===== src/rtl/core/crt_pkg.sv =====
package crt_pkg;

  localparam int TABLE_DEPTH = 16;
  localparam int IDX_W       = $clog2(TABLE_DEPTH);

  localparam int ID_W      = 16;
  localparam int TIME_W    = 31;
  localparam int SPEED_W   = 16;
  localparam int LEN_W     = 16;
  localparam int SUM_W     = LEN_W + 1;
  localparam int MS_W      = 10;
  localparam int PROD_W    = 27;
  localparam int WIDE_W    = TIME_W + 1;
  localparam int CFG_W     = 16;
  localparam int CFG_IDX_W = 1;

  localparam logic [MS_W-1:0]   MS_PER_S      = 10'd1000;
  localparam logic [TIME_W-1:0] TIME_MAX      = '1;
  localparam logic [CFG_W-1:0]  LOOKAHEAD_RST = 16'd3000;

  // one quotient bit per step, one table entry per step
  localparam int DIV_STEPS = PROD_W;
  localparam int CNT_MAX   = (TABLE_DEPTH > DIV_STEPS) ? TABLE_DEPTH : DIV_STEPS;
  localparam int CNT_W     = $clog2(CNT_MAX);

  typedef enum logic [1:0] {
    CMD_APPROACH = 2'd0,
    CMD_REMOVE   = 2'd1,
    CMD_QUERY    = 2'd2,
    CMD_NONE     = 2'd3
  } cmd_t;

  typedef enum logic [CFG_IDX_W-1:0] {
    CFG_LINK_LENGTH = 1'b0,
    CFG_LOOKAHEAD   = 1'b1
  } cfg_idx_t;

  typedef struct packed {
    logic             load;
    logic             mul;
    logic             div_step;
    logic             scan_step;
    logic             write;
    logic             out_load;
    logic [IDX_W-1:0] idx;
  } ctrl_t;

  typedef struct packed {
    cmd_t cmd;
  } dp_status_t;

endpackage


===== src/rtl/core/crt_if.sv =====
interface crt_in_if;
  import crt_pkg::*;
  logic               valid;
  logic               ready;
  logic [1:0]         command;
  logic [ID_W-1:0]    vehicle_id;
  logic [TIME_W-1:0]  arrival_time;
  logic [TIME_W-1:0]  query_leave_time;
  logic [SPEED_W-1:0] speed;
  logic [LEN_W-1:0]   vehicle_length;
  logic               will_pass;

  modport source (output valid, command, vehicle_id, arrival_time, query_leave_time,
                  speed, vehicle_length, will_pass, input ready);
  modport sink   (input valid, command, vehicle_id, arrival_time, query_leave_time,
                  speed, vehicle_length, will_pass, output ready);
endinterface

interface crt_out_if;
  import crt_pkg::*;
  logic              valid;
  logic              ready;
  logic              blocked;
  logic              status;
  logic [TIME_W-1:0] computed_leave_time;

  modport source (output valid, blocked, status, computed_leave_time, input ready);
  modport sink   (input valid, blocked, status, computed_leave_time, output ready);
endinterface


===== src/rtl/core/crt_ctrl.sv =====
module crt_ctrl
  import crt_pkg::*;
(
  input  logic       clk,
  input  logic       rst_n,
  input  logic       in_valid,
  input  logic       out_ready,
  input  dp_status_t sts,
  output logic       in_ready,
  output logic       out_valid,
  output ctrl_t      ctl
);

  typedef enum logic [5:0] {
    S_IDLE   = 6'b000001,
    S_MUL    = 6'b000010,
    S_DIV    = 6'b000100,
    S_SCAN   = 6'b001000,
    S_WRITE  = 6'b010000,
    S_FINISH = 6'b100000
  } state_t;

  state_t           state_r, state_nxt;
  logic [CNT_W-1:0] cnt_r, cnt_nxt;
  logic             out_valid_r, out_valid_nxt;
  logic             out_free;

  assign in_ready  = (state_r == S_IDLE);
  assign out_valid = out_valid_r;
  assign out_free  = !out_valid_r || out_ready;

  always_comb begin
    state_nxt     = state_r;
    cnt_nxt       = cnt_r;
    ctl           = '0;
    ctl.idx       = cnt_r[IDX_W-1:0];
    unique case (state_r)
      S_IDLE: begin
        if (in_valid) begin
          ctl.load  = 1'b1;
          state_nxt = S_MUL;
        end
      end
      S_MUL: begin
        ctl.mul = 1'b1;
        cnt_nxt = '0;
        unique case (sts.cmd) inside
          CMD_APPROACH:          state_nxt = S_DIV;
          CMD_REMOVE, CMD_QUERY: state_nxt = S_SCAN;
          default:               state_nxt = S_FINISH;
        endcase
      end
      S_DIV: begin
        ctl.div_step = 1'b1;
        if (cnt_r == CNT_W'(DIV_STEPS - 1)) begin
          cnt_nxt   = '0;
          state_nxt = S_SCAN;
        end else begin
          cnt_nxt = cnt_r + 1'b1;
        end
      end
      S_SCAN: begin
        ctl.scan_step = 1'b1;
        if (cnt_r == CNT_W'(TABLE_DEPTH - 1)) begin
          cnt_nxt   = '0;
          state_nxt = (sts.cmd == CMD_APPROACH) ? S_WRITE : S_FINISH;
        end else begin
          cnt_nxt = cnt_r + 1'b1;
        end
      end
      S_WRITE: begin
        ctl.write = 1'b1;
        state_nxt = S_FINISH;
      end
      S_FINISH: begin
        // hold until the result register is free
        if (out_free) begin
          ctl.out_load = 1'b1;
          state_nxt    = S_IDLE;
        end
      end
      default: state_nxt = S_IDLE;
    endcase
  end

  always_comb begin
    out_valid_nxt = out_valid_r;
    if (ctl.out_load) begin
      out_valid_nxt = 1'b1;
    end else if (out_ready) begin
      out_valid_nxt = 1'b0;
    end
  end

  always_ff @(posedge clk) begin
    if (!rst_n) begin
      state_r     <= S_IDLE;
      cnt_r       <= '0;
      out_valid_r <= 1'b0;
    end else begin
      state_r     <= state_nxt;
      cnt_r       <= cnt_nxt;
      out_valid_r <= out_valid_nxt;
    end
  end

endmodule


===== src/rtl/core/crt_datapath.sv =====
module crt_datapath
  import crt_pkg::*;
(
  input  logic               clk,
  input  logic               rst_n,
  input  ctrl_t              ctl,
  output dp_status_t         sts,
  input  logic               cfg_we,
  input  logic [CFG_IDX_W-1:0] cfg_index,
  input  logic [CFG_W-1:0]   cfg_data,
  input  logic [1:0]         in_command,
  input  logic [ID_W-1:0]    in_vehicle_id,
  input  logic [TIME_W-1:0]  in_arrival_time,
  input  logic [TIME_W-1:0]  in_query_leave_time,
  input  logic [SPEED_W-1:0] in_speed,
  input  logic [LEN_W-1:0]   in_vehicle_length,
  input  logic               in_will_pass,
  output logic               out_blocked,
  output logic               out_status,
  output logic [TIME_W-1:0]  out_computed_leave_time
);

  // configuration and table occupancy
  logic [CFG_W-1:0]       link_r;
  logic [CFG_W-1:0]       look_r;
  logic [TABLE_DEPTH-1:0] valid_r;

  // table contents
  logic [ID_W-1:0]   ent_vehicle_r [TABLE_DEPTH];
  logic [TIME_W-1:0] ent_arrival_r [TABLE_DEPTH];
  logic [TIME_W-1:0] ent_leave_r   [TABLE_DEPTH];
  logic              ent_passes_r  [TABLE_DEPTH];

  // captured command
  cmd_t               cmd_r;
  logic [ID_W-1:0]    id_r;
  logic [TIME_W-1:0]  arr_r;
  logic [TIME_W-1:0]  qleave_r;
  logic [SPEED_W-1:0] speed_r;
  logic [LEN_W-1:0]   vlen_r;
  logic               pass_r;

  // divider and scan state
  logic [PROD_W-1:0]  quo_r;
  logic [SPEED_W-1:0] rem_r;
  logic               found_r;
  logic               free_found_r;
  logic [IDX_W-1:0]   free_idx_r;
  logic               blocked_r;

  logic               out_blocked_r;
  logic               out_status_r;
  logic [TIME_W-1:0]  out_leave_r;

  logic [SUM_W-1:0]   len_sum;
  logic [PROD_W-1:0]  prod;
  logic [SUM_W-1:0]   rem_sh;
  logic               q_bit;
  logic [ID_W-1:0]    rd_vehicle;
  logic [TIME_W-1:0]  rd_arrival;
  logic [TIME_W-1:0]  rd_leave;
  logic               rd_passes;
  logic               rd_valid;
  logic               id_hit;
  logic               slot_free;
  logic [WIDE_W-1:0]  win_end;
  logic [WIDE_W-1:0]  q_end;
  logic               overlap;
  logic               pass_hit;
  logic [WIDE_W-1:0]  leave_sum;
  logic [TIME_W-1:0]  leave;

  assign sts.cmd = cmd_r;

  assign len_sum = SUM_W'(vlen_r) + SUM_W'(link_r);
  assign prod    = PROD_W'(len_sum) * PROD_W'(MS_PER_S);

  // restoring division, one quotient bit per step
  assign rem_sh = {rem_r, quo_r[PROD_W-1]};
  assign q_bit  = (rem_sh >= SUM_W'(speed_r));

  assign rd_vehicle = ent_vehicle_r[ctl.idx];
  assign rd_arrival = ent_arrival_r[ctl.idx];
  assign rd_leave   = ent_leave_r[ctl.idx];
  assign rd_passes  = ent_passes_r[ctl.idx];
  assign rd_valid   = valid_r[ctl.idx];

  // only the first entry with this id is dropped
  assign id_hit    = rd_valid && (rd_vehicle == id_r) && !found_r &&
                     ((cmd_r == CMD_APPROACH) || (cmd_r == CMD_REMOVE));
  assign slot_free = !rd_valid || id_hit;

  assign win_end  = WIDE_W'(rd_leave) + WIDE_W'(look_r);
  assign q_end    = WIDE_W'(qleave_r) + WIDE_W'(look_r);
  assign overlap  = !((win_end < WIDE_W'(arr_r)) || (WIDE_W'(rd_arrival) > q_end));
  assign pass_hit = rd_valid && rd_passes && overlap;

  assign leave_sum = WIDE_W'(arr_r) + WIDE_W'(quo_r);
  assign leave     = ((speed_r == '0) || leave_sum[WIDE_W-1]) ? TIME_MAX
                                                              : leave_sum[TIME_W-1:0];

  always_ff @(posedge clk) begin
    if (!rst_n) begin
      link_r  <= '0;
      look_r  <= LOOKAHEAD_RST;
      valid_r <= '0;
    end else begin
      if (cfg_we) begin
        unique case (cfg_idx_t'(cfg_index))
          CFG_LINK_LENGTH: link_r <= cfg_data;
          CFG_LOOKAHEAD:   look_r <= cfg_data;
        endcase
      end
      if (ctl.scan_step && id_hit) begin
        valid_r[ctl.idx] <= 1'b0;
      end
      if (ctl.write && free_found_r) begin
        valid_r[free_idx_r] <= 1'b1;
      end
    end
  end

  always_ff @(posedge clk) begin
    if (ctl.load) begin
      cmd_r    <= cmd_t'(in_command);
      id_r     <= in_vehicle_id;
      arr_r    <= in_arrival_time;
      qleave_r <= in_query_leave_time;
      speed_r  <= in_speed;
      vlen_r   <= in_vehicle_length;
      pass_r   <= in_will_pass;
    end
    if (ctl.mul) begin
      quo_r        <= prod;
      rem_r        <= '0;
      found_r      <= 1'b0;
      free_found_r <= 1'b0;
      free_idx_r   <= '0;
      blocked_r    <= 1'b0;
    end
    if (ctl.div_step) begin
      quo_r <= {quo_r[PROD_W-2:0], q_bit};
      rem_r <= q_bit ? SPEED_W'(rem_sh - SUM_W'(speed_r)) : rem_sh[SPEED_W-1:0];
    end
    if (ctl.scan_step) begin
      if (id_hit) begin
        found_r <= 1'b1;
      end
      if (slot_free && !free_found_r) begin
        free_found_r <= 1'b1;
        free_idx_r   <= ctl.idx;
      end
      if (cmd_r == CMD_QUERY && pass_hit) begin
        blocked_r <= 1'b1;
      end
    end
    if (ctl.write && free_found_r) begin
      ent_vehicle_r[free_idx_r] <= id_r;
      ent_arrival_r[free_idx_r] <= arr_r;
      ent_leave_r[free_idx_r]   <= leave;
      ent_passes_r[free_idx_r]  <= pass_r;
    end
    if (ctl.out_load) begin
      out_blocked_r <= (cmd_r == CMD_QUERY) && blocked_r;
      out_status_r  <= (cmd_r == CMD_APPROACH) && !free_found_r;
      out_leave_r   <= (cmd_r == CMD_APPROACH) ? leave : '0;
    end
  end

  assign out_blocked             = out_blocked_r;
  assign out_status              = out_status_r;
  assign out_computed_leave_time = out_leave_r;

endmodule


===== src/rtl/core/crossing_reservation_table_unit.sv =====
// Sequence: an approach runs from input transfer to result valid through multiply,
//   27-step serial divide, scan of TABLE_DEPTH entries, write and result load;
//   remove and query: multiply, scan, result load; command three: multiply, result load.
// Flow: one command at a time; the next can be taken in the cycle after the result is
//   loaded into the output register.
// Reset: synchronous, active low; clears all table valid bits, sets link_length to 0
//   and lookahead_ms to 3000, and empties the result register. No clearing pass.
module crossing_reservation_table_unit
  import crt_pkg::*;
(
  input  logic                 clk,
  input  logic                 rst_n,
  crt_in_if.sink               in_ch,
  crt_out_if.source            out_ch,
  input  logic                 cfg_we,
  input  logic [CFG_IDX_W-1:0] cfg_index,
  input  logic [CFG_W-1:0]     cfg_data
);

  ctrl_t      ctl;
  dp_status_t sts;

  crt_ctrl u_ctrl (
    .clk       (clk),
    .rst_n     (rst_n),
    .in_valid  (in_ch.valid),
    .out_ready (out_ch.ready),
    .sts       (sts),
    .in_ready  (in_ch.ready),
    .out_valid (out_ch.valid),
    .ctl       (ctl)
  );

  crt_datapath u_datapath (
    .clk                     (clk),
    .rst_n                   (rst_n),
    .ctl                     (ctl),
    .sts                     (sts),
    .cfg_we                  (cfg_we),
    .cfg_index               (cfg_index),
    .cfg_data                (cfg_data),
    .in_command              (in_ch.command),
    .in_vehicle_id           (in_ch.vehicle_id),
    .in_arrival_time         (in_ch.arrival_time),
    .in_query_leave_time     (in_ch.query_leave_time),
    .in_speed                (in_ch.speed),
    .in_vehicle_length       (in_ch.vehicle_length),
    .in_will_pass            (in_ch.will_pass),
    .out_blocked             (out_ch.blocked),
    .out_status              (out_ch.status),
    .out_computed_leave_time (out_ch.computed_leave_time)
  );

  // a new result shows only after a load from the controller
  a_out_after_load: assert property (@(posedge clk) disable iff (!rst_n)
    $rose(out_ch.valid) |-> $past(ctl.out_load))
    else $error("result valid rose without a load");

  // one command in flight: no transfer right after a transfer
  a_one_in_flight: assert property (@(posedge clk) disable iff (!rst_n)
    (in_ch.valid && in_ch.ready) |=> !in_ch.ready)
    else $error("input taken while a command is in flight");

  // table write follows the end of the scan
  a_write_after_scan: assert property (@(posedge clk) disable iff (!rst_n)
    ctl.write |-> $past(ctl.scan_step))
    else $error("table write without a finished scan");

  // loading the result register never overwrites a pending result
  a_no_overwrite: assert property (@(posedge clk) disable iff (!rst_n)
    ctl.out_load |-> (!out_ch.valid || out_ch.ready))
    else $error("pending result overwritten");

endmodule

===== src/flat_wrapper.sv =====
// flat-port wrapper written by rule: the top's interface ports become plain ports
module crossing_reservation_table_unit_flat import crt_pkg::*;
  (clk, rst_n, cfg_we, cfg_index, cfg_data, in_ch_valid, in_ch_command, in_ch_vehicle_id, in_ch_arrival_time, in_ch_query_leave_time, in_ch_speed, in_ch_vehicle_length, in_ch_will_pass, in_ch_ready, out_ch_valid, out_ch_blocked, out_ch_status, out_ch_computed_leave_time, out_ch_ready);
  crt_in_if in_ch_i ();
  crt_out_if out_ch_i ();
  input  logic clk;
  input  logic rst_n;
  input  logic cfg_we;
  input  logic [CFG_IDX_W-1:0] cfg_index;
  input  logic [CFG_W-1:0] cfg_data;
  input wire logic [$bits(in_ch_i.valid)-1:0] in_ch_valid;
  input wire logic [$bits(in_ch_i.command)-1:0] in_ch_command;
  input wire logic [$bits(in_ch_i.vehicle_id)-1:0] in_ch_vehicle_id;
  input wire logic [$bits(in_ch_i.arrival_time)-1:0] in_ch_arrival_time;
  input wire logic [$bits(in_ch_i.query_leave_time)-1:0] in_ch_query_leave_time;
  input wire logic [$bits(in_ch_i.speed)-1:0] in_ch_speed;
  input wire logic [$bits(in_ch_i.vehicle_length)-1:0] in_ch_vehicle_length;
  input wire logic [$bits(in_ch_i.will_pass)-1:0] in_ch_will_pass;
  output wire logic [$bits(in_ch_i.ready)-1:0] in_ch_ready;
  output wire logic [$bits(out_ch_i.valid)-1:0] out_ch_valid;
  output wire logic [$bits(out_ch_i.blocked)-1:0] out_ch_blocked;
  output wire logic [$bits(out_ch_i.status)-1:0] out_ch_status;
  output wire logic [$bits(out_ch_i.computed_leave_time)-1:0] out_ch_computed_leave_time;
  input wire logic [$bits(out_ch_i.ready)-1:0] out_ch_ready;
  assign in_ch_i.valid = in_ch_valid;
  assign in_ch_i.command = in_ch_command;
  assign in_ch_i.vehicle_id = in_ch_vehicle_id;
  assign in_ch_i.arrival_time = in_ch_arrival_time;
  assign in_ch_i.query_leave_time = in_ch_query_leave_time;
  assign in_ch_i.speed = in_ch_speed;
  assign in_ch_i.vehicle_length = in_ch_vehicle_length;
  assign in_ch_i.will_pass = in_ch_will_pass;
  assign in_ch_ready = in_ch_i.ready;
  assign out_ch_valid = out_ch_i.valid;
  assign out_ch_blocked = out_ch_i.blocked;
  assign out_ch_status = out_ch_i.status;
  assign out_ch_computed_leave_time = out_ch_i.computed_leave_time;
  assign out_ch_i.ready = out_ch_ready;
  crossing_reservation_table_unit u_core (.clk(clk), .rst_n(rst_n), .in_ch(in_ch_i), .out_ch(out_ch_i), .cfg_we(cfg_we), .cfg_index(cfg_index), .cfg_data(cfg_data));
endmodule

===== config.mk =====
export PLATFORM = sky130hd
export DESIGN_NAME = crossing_reservation_table_unit_flat
export DESIGN_NICKNAME = d
export VERILOG_FILES = /design/src/rtl/core/crt_pkg.sv /design/src/rtl/core/crt_if.sv /design/src/rtl/core/crt_ctrl.sv /design/src/rtl/core/crt_datapath.sv /design/src/rtl/core/crossing_reservation_table_unit.sv /design/src/flat_wrapper.sv
export SDC_FILE = /design/constraint.sdc
export NUM_CORES = 2
export LEC_CHECK = 0
export BUFFER_PORTS_ARGS = -buffer_cell sky130_fd_sc_hd__buf_2
export CAP_MARGIN = 20
export CORE_ASPECT_RATIO = 0.9
export CORE_UTILIZATION = 50
export CTS_BUF_LIST = sky130_fd_sc_hd__clkbuf_2
export CTS_CLUSTER_SIZE = 20
export DETAILED_ROUTE_END_ITERATION = 7
export MAX_ROUTING_LAYER = met4
export PLACE_DENSITY = 0.73
export SYNTH_ARGS = -nofsm -noshare
export SYNTH_HDL_FRONTEND = slang
export SYNTH_SLANG_ARGS = --single-unit
export TNS_END_PERCENT = 20

===== constraint.sdc =====
create_clock -name clk -period 9.5 [get_ports clk]
set_input_delay 0.475 -clock clk [delete_from_list [all_inputs] [get_ports clk]]
set_output_delay 0.475 -clock clk [all_outputs]
set_load 0.05 [all_outputs]

==> qor.yml <==
cts_max_level: 5
crit_path_start_kind: "register"
syn_area_per_cell_um2: 17.5
nFillCells: 9811
wl_per_cell_um: 26.0
slew_headroom_pct: 16.4
fin_nets: 5116
tightest_slew_ps: 1250
viasPerCell: 5.97
synth_nets: 4214
slowest_stage: "fa_1"
grt_use_total_pct: 26.8
critPathMostFrequentCell: "fa_1"
design_area_um2: 77600
crit_arrival_ps: 8490
synth_top_flop_cell: "edfxtp_1"
synth_largest_area_cell: "edfxtp_1"
die_area_um2: 135000
cts_buffer_depth: 4
finalClockSkew_ps: 198
postCtsSetupRepairBufs: 0
place.gp.congestion: 0.923
port_buffers: 169
synth_xor_area_share_pct: 1.93
path_clk_slew_ps: 110
die_w_um: 387
synth-simple-area-share_pct: 4.64
ys_seq_area_share_pct: 67.4
cpPeakStageDelay_ps: 530
grt_overflow: 0
ys_async_sr_fraction_pct: 0
die_y_um: 349
antenna_found_initial: 14
grt_pass1_vias: 40500
max_freq_mhz: 143
hold_viol: 0
dp_hpwl_um: 99200
period_share_pct: 73.8
placed_area_um2: 69800
synth.cell_area_um2: 66800
synth_edf_count: 1453
cts_sinks: 1524
p_per_area_nw_per_um2: 218
power_mw: 16.9
cts_tree: "built"
synth_compound_area_share_pct: 4.90
final_antenna_net_count: 0
drt_first_iter_violations: 4833
grt_pass1_wl_um: 257000
setup_violations: 0
final_common_cell: "edfxtp_1"
final-max-slew-violation-count: 0
numCtsBuffers: 378
p_leak_nw: 27.0
crit_type: "reg -> reg"
rsz0062_at_grt: "false"
cp_max_fo: 6
synthMuxAreaShare_pct: 13.6
insertion_delay_ps: 1820
ir_worst_vdd_mv: 0.385
wirelength_um: 175000
layout_setup_ws_ps: 2490
coreArea_um2: 132000
grt_max_degree: 99
final_cells: 6734
worstPathRequired_ps: 10980
dpl_worst_slack_ps: 2600
finalSetupTns_ps: 0
synth_top_family_by_area: "multiplexers"
via_count: 40223
syn_inst: 3814
synth_area_leaders: "edfxtp_1 65%, mux4_2 12%, ha_1 4.0%"
drive_above_1_share_pct: 24.3
drc_errors: 0
std_cell_rows: 126
dp_cells: 5636
num_io_pins: 170
synth-seq-cells: 1524
min_path_type: "in -> reg"
status: "finished clean"
ys_types: 81
critPathCaptureType: "register"
drv_cap: 0
clock-root-buffer: "clkbuf_2"
synth_warnings: 0
synth_top_area_share_pct: 65.3
initial_utilization_pct: 50.7
layout_common_cells: "1453 x edfxtp_1, 554 x clkbuf_2, 424 x dlygate4sd3_1, 350 x mux4_2, 211 x ha_1"
area_delta_synth_final_pct: 16.1
dr.pass1.iters: 5
fin_crit_ps: 7010
synth_fa_ha_area_share_pct: 5.64
==> final timing paths <==
check	slack (ps)	endpoint	startpoint	cells after the start
worst min register to register	470	u_core.u_datapath.found_r	u_core.u_datapath.found_r	1
worst max-delay path	2490	u_core.u_datapath.quo_r[26]	u_core.u_datapath.vlen_r[0]	26
worst max register to register	2490	u_core.u_datapath.quo_r[26]	u_core.u_datapath.vlen_r[0]	26
worst min-delay path	160	u_core.u_datapath.look_r[6]	cfg_data[6]	5
==> metrics by stage <==
| stage | util [%] | hold slack [ps] |
|---|---|---|
| 2_1_floorplan | - | 427 |
| 3_3_place_gp | 53.0 | 436 |
| 3_5_place_dp | 53.0 | 440 |
| 4_1_cts | 58.8 | 6.88 |
| 5_1_grt | 58.9 | 150 |
| 6_report | 58.9 | 158 |
==> timing repair <==
| item | in CTS | in global routing |
|---|---|---|
| resized for setup | 0 | 0 |
| endpoints found under the hold margin | 265 | 0 |
| hold buffers | 425 | 0 |
==> cell families after synthesis <==
logic type / after synthesis
AO/OA/AOI/OAI: 495
XOR/XNOR: 147
adder cells (fa/ha/maj): 270
buffers and inverters: 293
flip-flops: 1524
multiplexers: 453
AND/OR/NAND/NOR: 632
==> power by group <==
group | total, mW | leakage, nW | switching (mW) | internal [mW]
Combinational | 4.34 | 10.7 | 2.52 | 1.81
Sequential | 8.14 | 13.7 | 0.164 | 7.98
Clock | 4.46 | 2.63 | 2.64 | 1.82
Total | 16.9 | 27.0 | 5.32 | 11.6
==> critical path, delay by kind of cell, from the launching register on <==
kind                       cells  cell delay [ps]
adders and majority gates      7             2730
and+or+nand+nor                5             1310
xor gates and xnor gates       1              140
AOI/OAI and AO/OA              9             1860
buffers and inverters          4              320
DFF                            1              380
==> Yosys cell counts, drive strengths merged (49+ instances only) <==
| cell | instances |
|---|---|
| edfxtp | 1453 |
| mux4 | 359 |
| ha | 211 |
| nand2 | 203 |
| inv | 153 |
| a21oi | 139 |
| nor2 | 131 |
| xnor2 | 99 |
| mux2i | 90 |
| o21ai | 86 |
| dfxtp | 71 |
| buf | 70 |
| clkbuf | 70 |
| fa | 54 |
| nand3 | 49 |
==> flip-flops by register name, indices dropped and copies added, names as in the netlist, 27 cells and up, named ones only <==
register                                   count
u_core.u_datapath.ent_arrival_r              496
u_core.u_datapath.qleave_r                    31
u_core.u_datapath.ent_vehicle_r              256
u_core.u_datapath.ent_leave_r                496
u_core.u_datapath.quo_r                       27
u_core.u_datapath.arr_r                       31
u_core.u_datapath.out_computed_leave_time     31
==> area by class of cell <==
class	count	area [um^2]	area share [%]
Inverter	153	574	0.740
Antenna cell	15	37.5	0.0484
Tap cell	1728	2160	2.79
Multi-Input combinational cell	1997	20600	26.6
Sequential cell	1524	45100	58.1
Timing Repair Buffer	662	5680	7.32
Clock inverter	101	666	0.858
Clock buffer	554	2770	3.57
==> metal layers <==
| layer | track usage [%] | wire, um | up-vias |
|---|---|---|---|
| met4 | 8.51 | 4260 | 0 |
| met3 | 5.58 | 17800 | 351 |
| li1 | - | - | 17269 |
| met1 | 36.3 | 70700 | 20380 |
| met5 | - | 0 | - |
| met2 | 40.8 | 82200 | 2223 |
No activity file was read; power rests on OpenSTA's default activity.
